`config.mk`:
```
export PLATFORM = sky130hd
export DESIGN_NAME = fifo_with_keyed_removal
export DESIGN_NICKNAME = d
export VERILOG_FILES = /design/src/hw/rtl/fwkr_pkg.sv /design/src/hw/rtl/fwkr_ram.sv /design/src/hw/rtl/fwkr_seq.sv /design/src/hw/rtl/fwkr_out.sv /design/src/hw/rtl/fifo_with_keyed_removal.sv
export SDC_FILE = /design/constraint.sdc
export NUM_CORES = 1
export LEC_CHECK = 0
export BUFFER_PORTS_ARGS = -buffer_cell sky130_fd_sc_hd__buf_2
export CAP_MARGIN = 30
export CORE_MARGIN = 2
export CORE_UTILIZATION = 28
export CTS_CLUSTER_SIZE = 10
export DETAILED_ROUTE_END_ITERATION = 10
export PLACE_DENSITY = 0.46
export SETUP_SLACK_MARGIN = 0.02
export SLEW_MARGIN = 20
export SYNTH_ARGS = -nofsm -noshare
export SYNTH_HDL_FRONTEND = slang
export SYNTH_HIERARCHICAL = 1
export SYNTH_SLANG_ARGS = --single-unit
```
`constraint.sdc`:
```
create_clock -name clk -period 9.65 [get_ports clk]
set_input_delay 0.4825 -clock clk [delete_from_list [all_inputs] [get_ports clk]]
set_output_delay 0.4825 -clock clk [all_outputs]
set_load 0.01 [all_outputs]
```
`src/hw/rtl/fwkr_pkg.sv`:
```
// Package for the FIFO with keyed removal: command and status codes, the
// result record and the default queue depth.
// No dependencies; every other file of the block refers to it by scope.
package fwkr_pkg;

	// Width of one process identifier.
	localparam int unsigned PID_W = 16;

	// Default number of entries in the queue.
	localparam int unsigned QUEUE_DEPTH_DEFAULT = 16;

	// Item commands.
	typedef enum logic [1:0] {
		CMD_APPEND   = 2'd0,
		CMD_REM_HEAD = 2'd1,
		CMD_REM_KEY  = 2'd2,
		CMD_NONE     = 2'd3
	} cmd_t;

	// Result status codes.
	typedef enum logic [1:0] {
		ST_OK        = 2'd0,
		ST_EMPTY     = 2'd1,
		ST_NOT_FOUND = 2'd2,
		ST_FULL      = 2'd3
	} status_t;

	// One result item as it travels from the sequencer to the output stage.
	typedef struct packed {
		status_t            status;
		logic [PID_W-1:0]   removed_id;
		logic               now_empty;
	} result_t;

endpackage

```
`src/hw/rtl/fwkr_ram.sv`:
```
// Entry store of the queue: a simple dual-port synchronous RAM with one
// write port and one read port whose data is registered.
// Depends on fwkr_pkg for the identifier width.
module fwkr_ram #(
	parameter int unsigned DEPTH = fwkr_pkg::QUEUE_DEPTH_DEFAULT,
	parameter int unsigned AW    = $clog2(DEPTH)
) (
	input  logic                        clk,
	input  logic                        we,
	input  logic [AW-1:0]               waddr,
	input  logic [fwkr_pkg::PID_W-1:0]  wdata,
	input  logic                        re,
	input  logic [AW-1:0]               raddr,
	output logic [fwkr_pkg::PID_W-1:0]  rdata
);

	logic [fwkr_pkg::PID_W-1:0] mem_q [DEPTH];

	// Write port.
	always_ff @(posedge clk) begin
		if (we) begin
			mem_q[waddr] <= wdata;
		end
	end

	// Registered read port.
	always_ff @(posedge clk) begin
		if (re) begin
			rdata <= mem_q[raddr];
		end
	end

endmodule

```
`src/hw/rtl/fwkr_seq.sv`:
```
// Sequencer of the queue: keeps head and count of a circular buffer held in
// fwkr_ram, runs appends, head removals and keyed search-and-close passes.
// Depends on fwkr_pkg for codes and the result record.
module fwkr_seq #(
	parameter int unsigned DEPTH = fwkr_pkg::QUEUE_DEPTH_DEFAULT,
	parameter int unsigned AW    = $clog2(DEPTH),
	parameter int unsigned CW    = $clog2(DEPTH + 1)
) (
	input  logic                        clk,
	input  logic                        arst_n,
	// Item input
	input  logic                        in_valid,
	output logic                        in_ready,
	input  logic [1:0]                  command,
	input  logic [fwkr_pkg::PID_W-1:0]  process_id,
	// Result towards the output stage
	output logic                        res_valid,
	input  logic                        res_ready,
	output fwkr_pkg::result_t           res,
	// Memory ports
	output logic                        mem_we,
	output logic [AW-1:0]               mem_waddr,
	output logic [fwkr_pkg::PID_W-1:0]  mem_wdata,
	output logic                        mem_re,
	output logic [AW-1:0]               mem_raddr,
	input  logic [fwkr_pkg::PID_W-1:0]  mem_rdata
);

	localparam int unsigned SW = AW + 1;

	typedef enum logic [6:0] {
		S_IDLE     = 7'b0000001,
		S_HEAD     = 7'b0000010,
		S_SCAN_RD  = 7'b0000100,
		S_SCAN_CMP = 7'b0001000,
		S_SHIFT_RD = 7'b0010000,
		S_SHIFT_WR = 7'b0100000,
		S_DONE     = 7'b1000000
	} state_t;

	state_t                      state_q, state_d;
	logic [AW-1:0]               head_q, head_d;
	logic [CW-1:0]               count_q, count_d;
	logic [AW-1:0]               ptr_q, ptr_d;
	logic [CW-1:0]               idx_q, idx_d;
	logic [fwkr_pkg::PID_W-1:0]  pid_q, pid_d;
	fwkr_pkg::result_t           res_q, res_d;

	logic [SW-1:0]               tail_sum;
	logic [AW-1:0]               tail_addr;
	logic [CW-1:0]               idx_inc;
	logic                        is_last;
	fwkr_pkg::cmd_t              cmd;

	// Step a physical address round the circular buffer.
	function automatic logic [AW-1:0] wrap_inc(input logic [AW-1:0] a);
		if (a == AW'(DEPTH - 1)) begin
			return '0;
		end
		return a + AW'(1);
	endfunction

	assign cmd = fwkr_pkg::cmd_t'(command);

	// Tail address is head plus count, folded back once into the buffer.
	always_comb begin
		tail_sum = SW'(head_q) + SW'(count_q);
		if (tail_sum >= SW'(DEPTH)) begin
			tail_addr = AW'(tail_sum - SW'(DEPTH));
		end else begin
			tail_addr = AW'(tail_sum);
		end
	end

	assign idx_inc = idx_q + CW'(1);
	assign is_last = (idx_inc == count_q);

	assign in_ready  = (state_q == S_IDLE);
	assign res_valid = (state_q == S_DONE);
	assign res       = res_q;

	// Next-state and memory control.
	always_comb begin
		state_d   = state_q;
		head_d    = head_q;
		count_d   = count_q;
		ptr_d     = ptr_q;
		idx_d     = idx_q;
		pid_d     = pid_q;
		res_d     = res_q;
		mem_we    = 1'b0;
		mem_waddr = ptr_q;
		mem_wdata = mem_rdata;
		mem_re    = 1'b0;
		mem_raddr = ptr_q;

		unique case (state_q)
			S_IDLE: begin
				if (in_valid) begin
					pid_d            = process_id;
					res_d.status     = fwkr_pkg::ST_OK;
					res_d.removed_id = '0;
					res_d.now_empty  = (count_q == '0);
					state_d          = S_DONE;
					unique case (cmd)
						fwkr_pkg::CMD_APPEND: begin
							if (count_q == CW'(DEPTH)) begin
								res_d.status = fwkr_pkg::ST_FULL;
							end else begin
								mem_we          = 1'b1;
								mem_waddr       = tail_addr;
								mem_wdata       = process_id;
								count_d         = count_q + CW'(1);
								res_d.now_empty = 1'b0;
							end
						end
						fwkr_pkg::CMD_REM_HEAD: begin
							if (count_q == '0) begin
								res_d.status = fwkr_pkg::ST_EMPTY;
							end else begin
								mem_re    = 1'b1;
								mem_raddr = head_q;
								state_d   = S_HEAD;
							end
						end
						fwkr_pkg::CMD_REM_KEY: begin
							if (count_q == '0) begin
								res_d.status = fwkr_pkg::ST_EMPTY;
							end else begin
								mem_re    = 1'b1;
								mem_raddr = head_q;
								ptr_d     = head_q;
								idx_d     = '0;
								state_d   = S_SCAN_CMP;
							end
						end
						fwkr_pkg::CMD_NONE: begin
						end
						default: begin
						end
					endcase
				end
			end
			S_HEAD: begin
				res_d.removed_id = mem_rdata;
				res_d.now_empty  = (count_q == CW'(1));
				head_d           = wrap_inc(head_q);
				count_d          = count_q - CW'(1);
				state_d          = S_DONE;
			end
			S_SCAN_RD: begin
				mem_re    = 1'b1;
				mem_raddr = ptr_q;
				state_d   = S_SCAN_CMP;
			end
			S_SCAN_CMP: begin
				if (mem_rdata == pid_q) begin
					res_d.removed_id = mem_rdata;
					if (is_last) begin
						count_d         = count_q - CW'(1);
						res_d.now_empty = (count_q == CW'(1));
						state_d         = S_DONE;
					end else begin
						mem_re    = 1'b1;
						mem_raddr = wrap_inc(ptr_q);
						state_d   = S_SHIFT_WR;
					end
				end else if (is_last) begin
					res_d.status = fwkr_pkg::ST_NOT_FOUND;
					state_d      = S_DONE;
				end else begin
					ptr_d   = wrap_inc(ptr_q);
					idx_d   = idx_inc;
					state_d = S_SCAN_RD;
				end
			end
			S_SHIFT_RD: begin
				mem_re    = 1'b1;
				mem_raddr = wrap_inc(ptr_q);
				state_d   = S_SHIFT_WR;
			end
			S_SHIFT_WR: begin
				// Move the successor one place towards the head.
				mem_we    = 1'b1;
				mem_waddr = ptr_q;
				mem_wdata = mem_rdata;
				ptr_d     = wrap_inc(ptr_q);
				idx_d     = idx_inc;
				if ((idx_inc + CW'(1)) < count_q) begin
					state_d = S_SHIFT_RD;
				end else begin
					count_d         = count_q - CW'(1);
					res_d.now_empty = 1'b0;
					state_d         = S_DONE;
				end
			end
			S_DONE: begin
				if (res_ready) begin
					state_d = S_IDLE;
				end
			end
			default: begin
				state_d = S_IDLE;
			end
		endcase
	end

	// Control registers.
	always_ff @(posedge clk or negedge arst_n) begin
		if (!arst_n) begin
			state_q <= S_IDLE;
			head_q  <= '0;
			count_q <= '0;
		end else begin
			state_q <= state_d;
			head_q  <= head_d;
			count_q <= count_d;
		end
	end

	// Working registers of the current item.
	always_ff @(posedge clk) begin
		ptr_q <= ptr_d;
		idx_q <= idx_d;
		pid_q <= pid_d;
		res_q <= res_d;
	end

endmodule

```
`src/hw/rtl/fwkr_out.sv`:
```
// Output register of the queue: holds one result until the receiver takes
// it, so the sequencer can accept the next item meanwhile.
// Depends on fwkr_pkg for the result record.
module fwkr_out (
	input  logic                        clk,
	input  logic                        arst_n,
	input  logic                        res_valid,
	output logic                        res_ready,
	input  fwkr_pkg::result_t           res,
	output logic                        out_valid,
	input  logic                        out_ready,
	output logic [1:0]                  status,
	output logic [fwkr_pkg::PID_W-1:0]  removed_id,
	output logic                        now_empty
);

	logic              valid_q;
	fwkr_pkg::result_t res_q;

	// The register may load when empty or when its content leaves this cycle.
	assign res_ready = !valid_q || out_ready;

	always_ff @(posedge clk or negedge arst_n) begin
		if (!arst_n) begin
			valid_q <= 1'b0;
		end else if (res_ready) begin
			valid_q <= res_valid;
		end
	end

	always_ff @(posedge clk) begin
		if (res_ready && res_valid) begin
			res_q <= res;
		end
	end

	assign out_valid  = valid_q;
	assign status     = res_q.status;
	assign removed_id = res_q.removed_id;
	assign now_empty  = res_q.now_empty;

endmodule

```
`src/hw/rtl/fifo_with_keyed_removal.sv`:
```
// FIFO of 16-bit process identifiers with removal by key.
// Input channel (in_valid/in_ready): command and process_id. Command 0 appends
// at the tail, 1 removes the head, 2 removes the first entry equal to
// process_id while keeping the order of the rest; 3 does nothing.
// Output channel (out_valid/out_ready): one result per item with status,
// removed_id and now_empty.
// Steps: an append, a no-op or a removal refused on an empty queue goes
// straight to the result state; a head removal first reads the head entry. A
// keyed removal reads and compares the entries one at a time, each read and
// its compare in separate states, and then closes the gap with a read and a
// write, in separate cycles, per following entry. Its pace is set by the
// single read port of the entry RAM and its registered read data.
// A new item is taken once the previous result has moved to the output
// register, so the block takes no new item before it is through with the last
// one; while the receiver stalls, one result waits there and the next item runs,
// holding its own result in the sequencer until the register frees.
// Reset empties the queue at once; the entry RAM needs no clearing pass.
// Depends on fwkr_pkg, fwkr_ram, fwkr_seq and fwkr_out.
module fifo_with_keyed_removal #(
	parameter int unsigned QUEUE_DEPTH = fwkr_pkg::QUEUE_DEPTH_DEFAULT
) (
	input  logic                        clk,
	input  logic                        arst_n,
	input  logic                        in_valid,
	output logic                        in_ready,
	input  logic [1:0]                  command,
	input  logic [fwkr_pkg::PID_W-1:0]  process_id,
	output logic                        out_valid,
	input  logic                        out_ready,
	output logic [1:0]                  status,
	output logic [fwkr_pkg::PID_W-1:0]  removed_id,
	output logic                        now_empty
);

	localparam int unsigned AW = $clog2(QUEUE_DEPTH);
	localparam int unsigned CW = $clog2(QUEUE_DEPTH + 1);

	logic                        mem_we;
	logic [AW-1:0]               mem_waddr;
	logic [fwkr_pkg::PID_W-1:0]  mem_wdata;
	logic                        mem_re;
	logic [AW-1:0]               mem_raddr;
	logic [fwkr_pkg::PID_W-1:0]  mem_rdata;
	logic                        res_valid;
	logic                        res_ready;
	fwkr_pkg::result_t           res;

	// Entry store.
	fwkr_ram #(
		.DEPTH (QUEUE_DEPTH),
		.AW    (AW)
	) u_ram (
		.clk   (clk),
		.we    (mem_we),
		.waddr (mem_waddr),
		.wdata (mem_wdata),
		.re    (mem_re),
		.raddr (mem_raddr),
		.rdata (mem_rdata)
	);

	// Queue sequencer.
	fwkr_seq #(
		.DEPTH (QUEUE_DEPTH),
		.AW    (AW),
		.CW    (CW)
	) u_seq (
		.clk        (clk),
		.arst_n     (arst_n),
		.in_valid   (in_valid),
		.in_ready   (in_ready),
		.command    (command),
		.process_id (process_id),
		.res_valid  (res_valid),
		.res_ready  (res_ready),
		.res        (res),
		.mem_we     (mem_we),
		.mem_waddr  (mem_waddr),
		.mem_wdata  (mem_wdata),
		.mem_re     (mem_re),
		.mem_raddr  (mem_raddr),
		.mem_rdata  (mem_rdata)
	);

	// Result register.
	fwkr_out u_out (
		.clk        (clk),
		.arst_n     (arst_n),
		.res_valid  (res_valid),
		.res_ready  (res_ready),
		.res        (res),
		.out_valid  (out_valid),
		.out_ready  (out_ready),
		.status     (status),
		.removed_id (removed_id),
		.now_empty  (now_empty)
	);

endmodule

```
# ---- Word level (Yosys, flattened, before mapping)
# Memories as Yosys holds them, arrays and structs flattened. A register that Yosys moved wholly into a read port is not among the register bits.
# Cells that the tools add are included.
dict set report totals {
  reg_bits 80
  mem_bits_rw 256
  output_inout_bits 21
  memories 1
}
dict set report classes {
  add_sub_neg 8
  magnitude_cmp 2
  eq_ne 26
  n_mux 86
  reduce_logical 19
}
# memory depth word_bits rd rd_clocked_by_memory_dff write_ports line
set mem_list {}
lappend mem_list {u_ram.mem_q 16 16 1 1 1 fwkr_ram.sv:17} ;# logic [fwkr_pkg::PID_W-1:0] mem_q [DEPTH];
# cell n
set op_table {}
lappend op_table {{4-bit 2-to-1 mux} 21}
lappend op_table {{16-bit 2-to-1 mux} 4}
lappend op_table {{7-bit 2-to-1 mux} 8}
lappend op_table {{5-bit 2-to-1 mux} 11}
lappend op_table {{7-bit one-hot mux with 7 select lines} 1}
lappend op_table {{16-bit one-hot mux with 3 select lines} 1}
lappend op_table {{1-bit 2-to-1 mux} 25}
lappend op_table {{4-bit one-hot mux with 3 select lines} 2}
lappend op_table {{5-bit one-hot mux with 4 select lines} 1}
lappend op_table {{19-bit 2-to-1 mux} 1}
lappend op_table {{17-bit 2-to-1 mux} 1}
lappend op_table {{16-bit == test} 1}
lappend op_table {{5-bit by 1-bit adder with 5-bit output (second input constant)} 3}
lappend op_table {{5-bit one-hot mux with 3 select lines} 1}
lappend op_table {{2-bit != test (second input constant)} 7}
lappend op_table {{7-bit one-hot mux with 2 select lines} 1}
lappend op_table {{5-bit AND reduction} 2}
lappend op_table {{4-bit by 1-bit adder with 4-bit output (second input constant)} 2}
lappend op_table {{4-bit == test (second input constant)} 2}
lappend op_table {{2-bit by 1-bit != test with 1-bit output (second input constant)} 4}
lappend op_table {{2-bit one-hot mux with 2 select lines} 2}
lappend op_table {{7-bit by 1-bit == test with 1-bit output (second input constant)} 1}
lappend op_table {{7-bit by 2-bit == test with 1-bit output (second input constant)} 1}
lappend op_table {{7-bit by 3-bit == test with 1-bit output (second input constant)} 1}
lappend op_table {{other kinds (32)} 37}

# ---- Depth between registers and ports, before layout
dict set report logic_depth {
  word_depth 9
  depth_mapped 13
}

# ---- Hierarchy
# The synthesis kept the hierarchy.
# module instances cells_each area_per_inst_um2 seq_area_each_um2
set modules_own_cells {}
lappend modules_own_cells {fwkr_ram 1 432 10203.5 8167.8}
lappend modules_own_cells {fwkr_seq 1 349 3781.1 1722.9}
lappend modules_own_cells {fwkr_out 1 23 624.3 595.6}

# ---- Least setup slack after synthesis
# No wires, ideal clock.
dict set report synth_path {
  path_type {flip-flop to flip-flop}
  from {reg u_seq.state_q[6]}
  to {mem u_ram/mem_q[0][0] (netlist name), enable pin}
  setup_time_ps 409
  arrival_ps 3412
  setup_slack_ps 5828
  stages_incl_launch_ff 10
  synth_period_minus_slack_ps 3822
  path_cell_list {dfrtp_1 -> nor3_4 -> nand4b_2 -> inv_1 -> nand2_1 -> clkbuf_1 -> nand2_1 -> o21ai_0 -> or3b_2 -> nor3_1}
}
dict set report synth_via {
  word_cells_on_any_way 6
  cone_classes {eq/ne (2); mux (4)}
}
# element line
set synth_lines {}
lappend synth_lines {{start: declaration} fwkr_seq.sv:41} ;# state_t state_q, state_d;
lappend synth_lines {{start signal: assignment} fwkr_seq.sv:215} ;# state_q <= state_d;
lappend synth_lines {{7-bit by 1-bit == test with 1-bit output} --}
lappend synth_lines {{named net in_ready} fifo_with_keyed_removal.sv:25} ;# output logic in_ready,
lappend synth_lines {{4-bit 2-to-1 mux} fwkr_seq.sv:97} ;# unique case (state_q)
lappend synth_lines {{named net mem_waddr[2]} fifo_with_keyed_removal.sv:39} ;# logic [AW-1:0] mem_waddr;
lappend synth_lines {{end: declaration} fwkr_ram.sv:17}
# The timed path passes the listed nets, and every way through them passes these cells.

# ---- Worst setup path in the final report
dict set report layout_path {
  from {reg u_seq.count_q[1]}
  to {reg u_ram/rdata[7] (netlist name) (read register of u_ram.mem_q), data pin}
}
dict set report layout_via {
  elab_chain_len 5
  word_cells_on_any_way 14
  cone_classes {eq/ne (1); mux (12); reduce/logical (1)}
}
# element line
set layout_lines {}
lappend layout_lines {{start: declaration} fwkr_seq.sv:43} ;# logic [CW-1:0] count_q, count_d;
lappend layout_lines {{start signal: assignment} fwkr_seq.sv:217} ;# count_q <= count_d;
lappend layout_lines {{5-bit zero test} {fwkr_seq.sv:118, fwkr_seq.sv:127}}
lappend layout_lines {{4-bit 2-to-1 mux (2 in a row)} --}
lappend layout_lines {{4-bit 2-to-1 mux} fwkr_seq.sv:99} ;# if (in_valid) begin
lappend layout_lines {{4-bit one-hot mux with 3 select lines (*)} fwkr_seq.sv:97}
lappend layout_lines {{named net mem_raddr[0]} fifo_with_keyed_removal.sv:42} ;# logic [AW-1:0] mem_raddr;
lappend layout_lines {{end: declaration} fwkr_ram.sv:14} ;# output logic [fwkr_pkg::PID_W-1:0] rdata
# The timed path passes the listed nets; every way through them passes the cells marked *.
# A chain may end at the register's enable or synchronous reset.

==> run metrics <==
result of the run finished, final reports clean; cell count along the critical path 12; sequence of cells on the critical path inv_1 -> ha_1 -> nor4b_2 -> buf_2 -> o2111ai_1 -> o211ai_1 -> o21bai_1 -> a221o_4 -> buf_4 -> mux4_1 -> a22oi_1 -> nand2_1; antenna violation net count after detailed routing 0; syn_nets approximately 850; buffers from clock root to sink, at most 3; Critical path buffers and inverters 3; layout net count roughly 900; H-Tree Level Count 2; setup repair after global routing missed its margin false; vias in the first global route 7749; Critical Path Max Stage Delay 0.75 ns; GP Congestion slightly below 0.8; CORE AREA 51400 µm²; cts bufs inserted 42; kind of end point of the critical path flip-flop; worst reg2reg path startpoint u_seq/count_q[1]; Post-Syn Area per Cell between 15 and 20 µm²; n_diodes 0; FF-to-FF End u_ram/rdata[7]; total of buffers placed on input and output ports 42; EDFF count, synth approximately 340; routed length per placed instance roughly 21 µm; smallest hold slack about 0.13 ns; length of the first detailed-routing pass in iterations 5; pre-CTS setup slack ~4.4 ns; total vias in the final route about 7500; placed wire-length estimate around 22 mm; area taken by flip-flops and latches between 10000 and 15000 µm²; width of the die around 230 µm; Remaining Overflow, GRT 0; initial standard-cell utilization of the core 0.284; count of hold buffers inserted by post-cts repair 1; Detailed Route WL around 33 mm; layout cell share with drive strength beyond 1 0.245; Layout Skew 0.0210 ns; HP Start process_id[8]; critical path startpoint category flip-flop; post-synthesis register bit count between 300 and 400; post-CTS setup buffer count 0; Max-cap violations 0; clock tree root driver cell clkbuf_16; share of the yosys chip area belonging to registers 0.718; largest net degree at the start of global routing 43; capturing element of the worst setup path u_ram/rdata[7]; antenna violations before repair 0; Avg Vias per Cell about 4.8; number of rows in the core area 83; count of placed standard cells including taps around 1500; Worst Max-Slew Pin Slew roughly 0.93 ns; Fmax roughly 200 MHz; power per standard cell area about 280 nW/µm²; startpoint-to-endpoint class of the critical path reg -> reg; worst IR drop on VDD roughly 0.12 mV; final core utilization 0.330; cell depth of the worst hold path 1; critical path data arrival time between 5 and 6 ns; slowest stage cell on the critical path buf_4; cell family with the largest share of critical-path delay compound AO/OA/AOI/OAI gates; launch point of the worst path u_seq/count_q[1]; Design Power about 4.7 mW; post-synthesis cell area between 10000 and 15000 µm²; die height 232 µm; number of instances in the synthesized netlist 804; number of fill cells 4923; period utilization 0.509; clock tree from TritonCTS built; register-to-register setup slack 4.74 ns; highest fanout seen on the critical path 42; Die ar. 54000 µm²; final period demand of the worst path just under 5 ns; Worst slew margin 0.377; cell depth of the worst flop-to-flop path 12; I/O pin cnt 43; ys flop type edfxtp_1; max-slew violations 0; total routing resource utilization after global routing 0.127; post-cts gate resize count 0; placed instance area around 16000 µm²; Area Overhead vs Synth 16.2%; area occupied by multi-input gates 3970 µm²; min-delay worst type in -> reg; reported leakage power around 5.6 nW; post-route cell area about 17000 µm²; number of failing setup endpoints in the final timing report 0; CTS clk-pin slew, worst paths ~0.060 ns; asr flop ratio synth 0.0483; Critical Path RT approximately 9.9 ns; first-iteration detailed-routing DRC count 596; post-synth cell types 65; number of clock sinks seen by CTS about 350; Yosys warnings 6; clock insertion delay at the later pin of the skew report ~0.54 ns; Hold Vio Cnt, Final 0; final setup slack of the worst path around 4.7 ns; Residual DRC 0; wire length of the first global-routing pass 50.9 mm; aggregate negative setup slack 0 ns; count of non-filler cells in the finished layout ~1600
==> worst min path at each step <==
| stage | endpoint | slack [ns] |
|---|---|---|
| global route | u_seq/pid_q[10] | 0.13 |
| global placement | u_out/removed_id[4] | 0.40 |
| floorplan | u_out/out_valid | 0.19 |
| CTS | u_seq/pid_q[8] | 0.10 |
| detailed placement | u_out/removed_id[12] | 0.41 |
| finish | u_seq/pid_q[8] | 0.13 |
==> worst reg2reg max path, cell delays in order (launching register included) <==
cell	delay, ns
dfrtp_1	0.44
inv_1	0.23
ha_1	0.32
nor4b_2	0.37
buf_2	0.27
o2111ai_1	0.14
o211ai_1	0.19
o21bai_1	0.21
a221o_4	0.55
buf_4	0.75
mux4_1	0.72
a22oi_1	0.38
nand2_1	0.10
==> kinds of logic after synthesis <==
logic type / count (synthesis) / share of synthesized area
buffers and inverters: 53 / 0.0174
XOR/XNOR: 39 / 0.0243
AND/OR/NAND/NOR: 164 / 0.0612
adder cells (fa/ha/maj): 20 / 0.0176
AO/OA/AOI/OAI: 91 / 0.0445
multiplexers: 85 / 0.117
flip-flops: 352 / 0.718
==> state kept, by name (all words and copies together) (netlist names), 5 cells and up <==
signal            flops
u_seq/idx_q           5
u_ram/mem_q         256
u_ram/rdata          16
u_out/removed_id     16
u_seq/pid_q          16
u_seq/res            19
u_seq/state_q         7
u_seq/count_q         5
==> routing by layer <==
| layer | vias to the layer above | global-route usage | wire length (µm) |
|---|---|---|---|
| met4 | 0 | 0.0375 | 702 |
| met5 | - | 0 | 0 |
| met2 | 174 | 0.197 | 15300 |
| met3 | 49 | 0.0225 | 1480 |
| met1 | 3877 | 0.182 | 15900 |
| li1 | 3364 | - | - |
==> cells in the mapped netlist (all sizes together), types with 4 or more instances <==
cell	number	area [µm²]
edfxtp	335	10100
nor3	13	76.3
a22oi	34	255
buf	16	115
nand2b	5	38.8
dfrtp	16	400
xor2	22	193
mux2	18	203
a21o	5	37.5
a21oi	11	55.1
inv	17	63.8
and2	23	146
nand2	42	158
nor4	13	81.3
nor2b	4	25.0
nand3	7	35.0
ha	19	238
a31oi	6	37.5
nor2	35	131
mux4	64	1480
xnor2	16	140
o21ai	13	65.1
clkbuf	20	75.1
==> layout make-up <==
| class | instances | share of cell area |
|---|---|---|
| sequential | 352 | 0.618 |
| multi-input combinational | 399 | 0.234 |
| clock buffer | 52 | 0.0647 |
| tap | 680 | 0.0501 |
| timing repair buffer | 66 | 0.0256 |
| clock inverter | 5 | 0.00457 |
| inverter | 17 | 0.00376 |
==> placed cells by master (no fill, tap or decap), types with 17 or more instances in the layout <==
cell,n
mux2_2,18
nor2_1,23
buf_2,43
nand2_1,42
and2_1,22
a22oi_1,34
mux4_2,54
ha_1,19
inv_1,17
clkbuf_16,42
xor2_1,22
edfxtp_1,335
==> power breakdown <==
part	total (mW)	internal, mW	switching, mW
Combinational	1.24	0.510	0.730
Clock	1.39	0.821	0.572
Sequential	2.06	1.96	0.0999
Note: power is estimated with default switching activity, not from simulation.
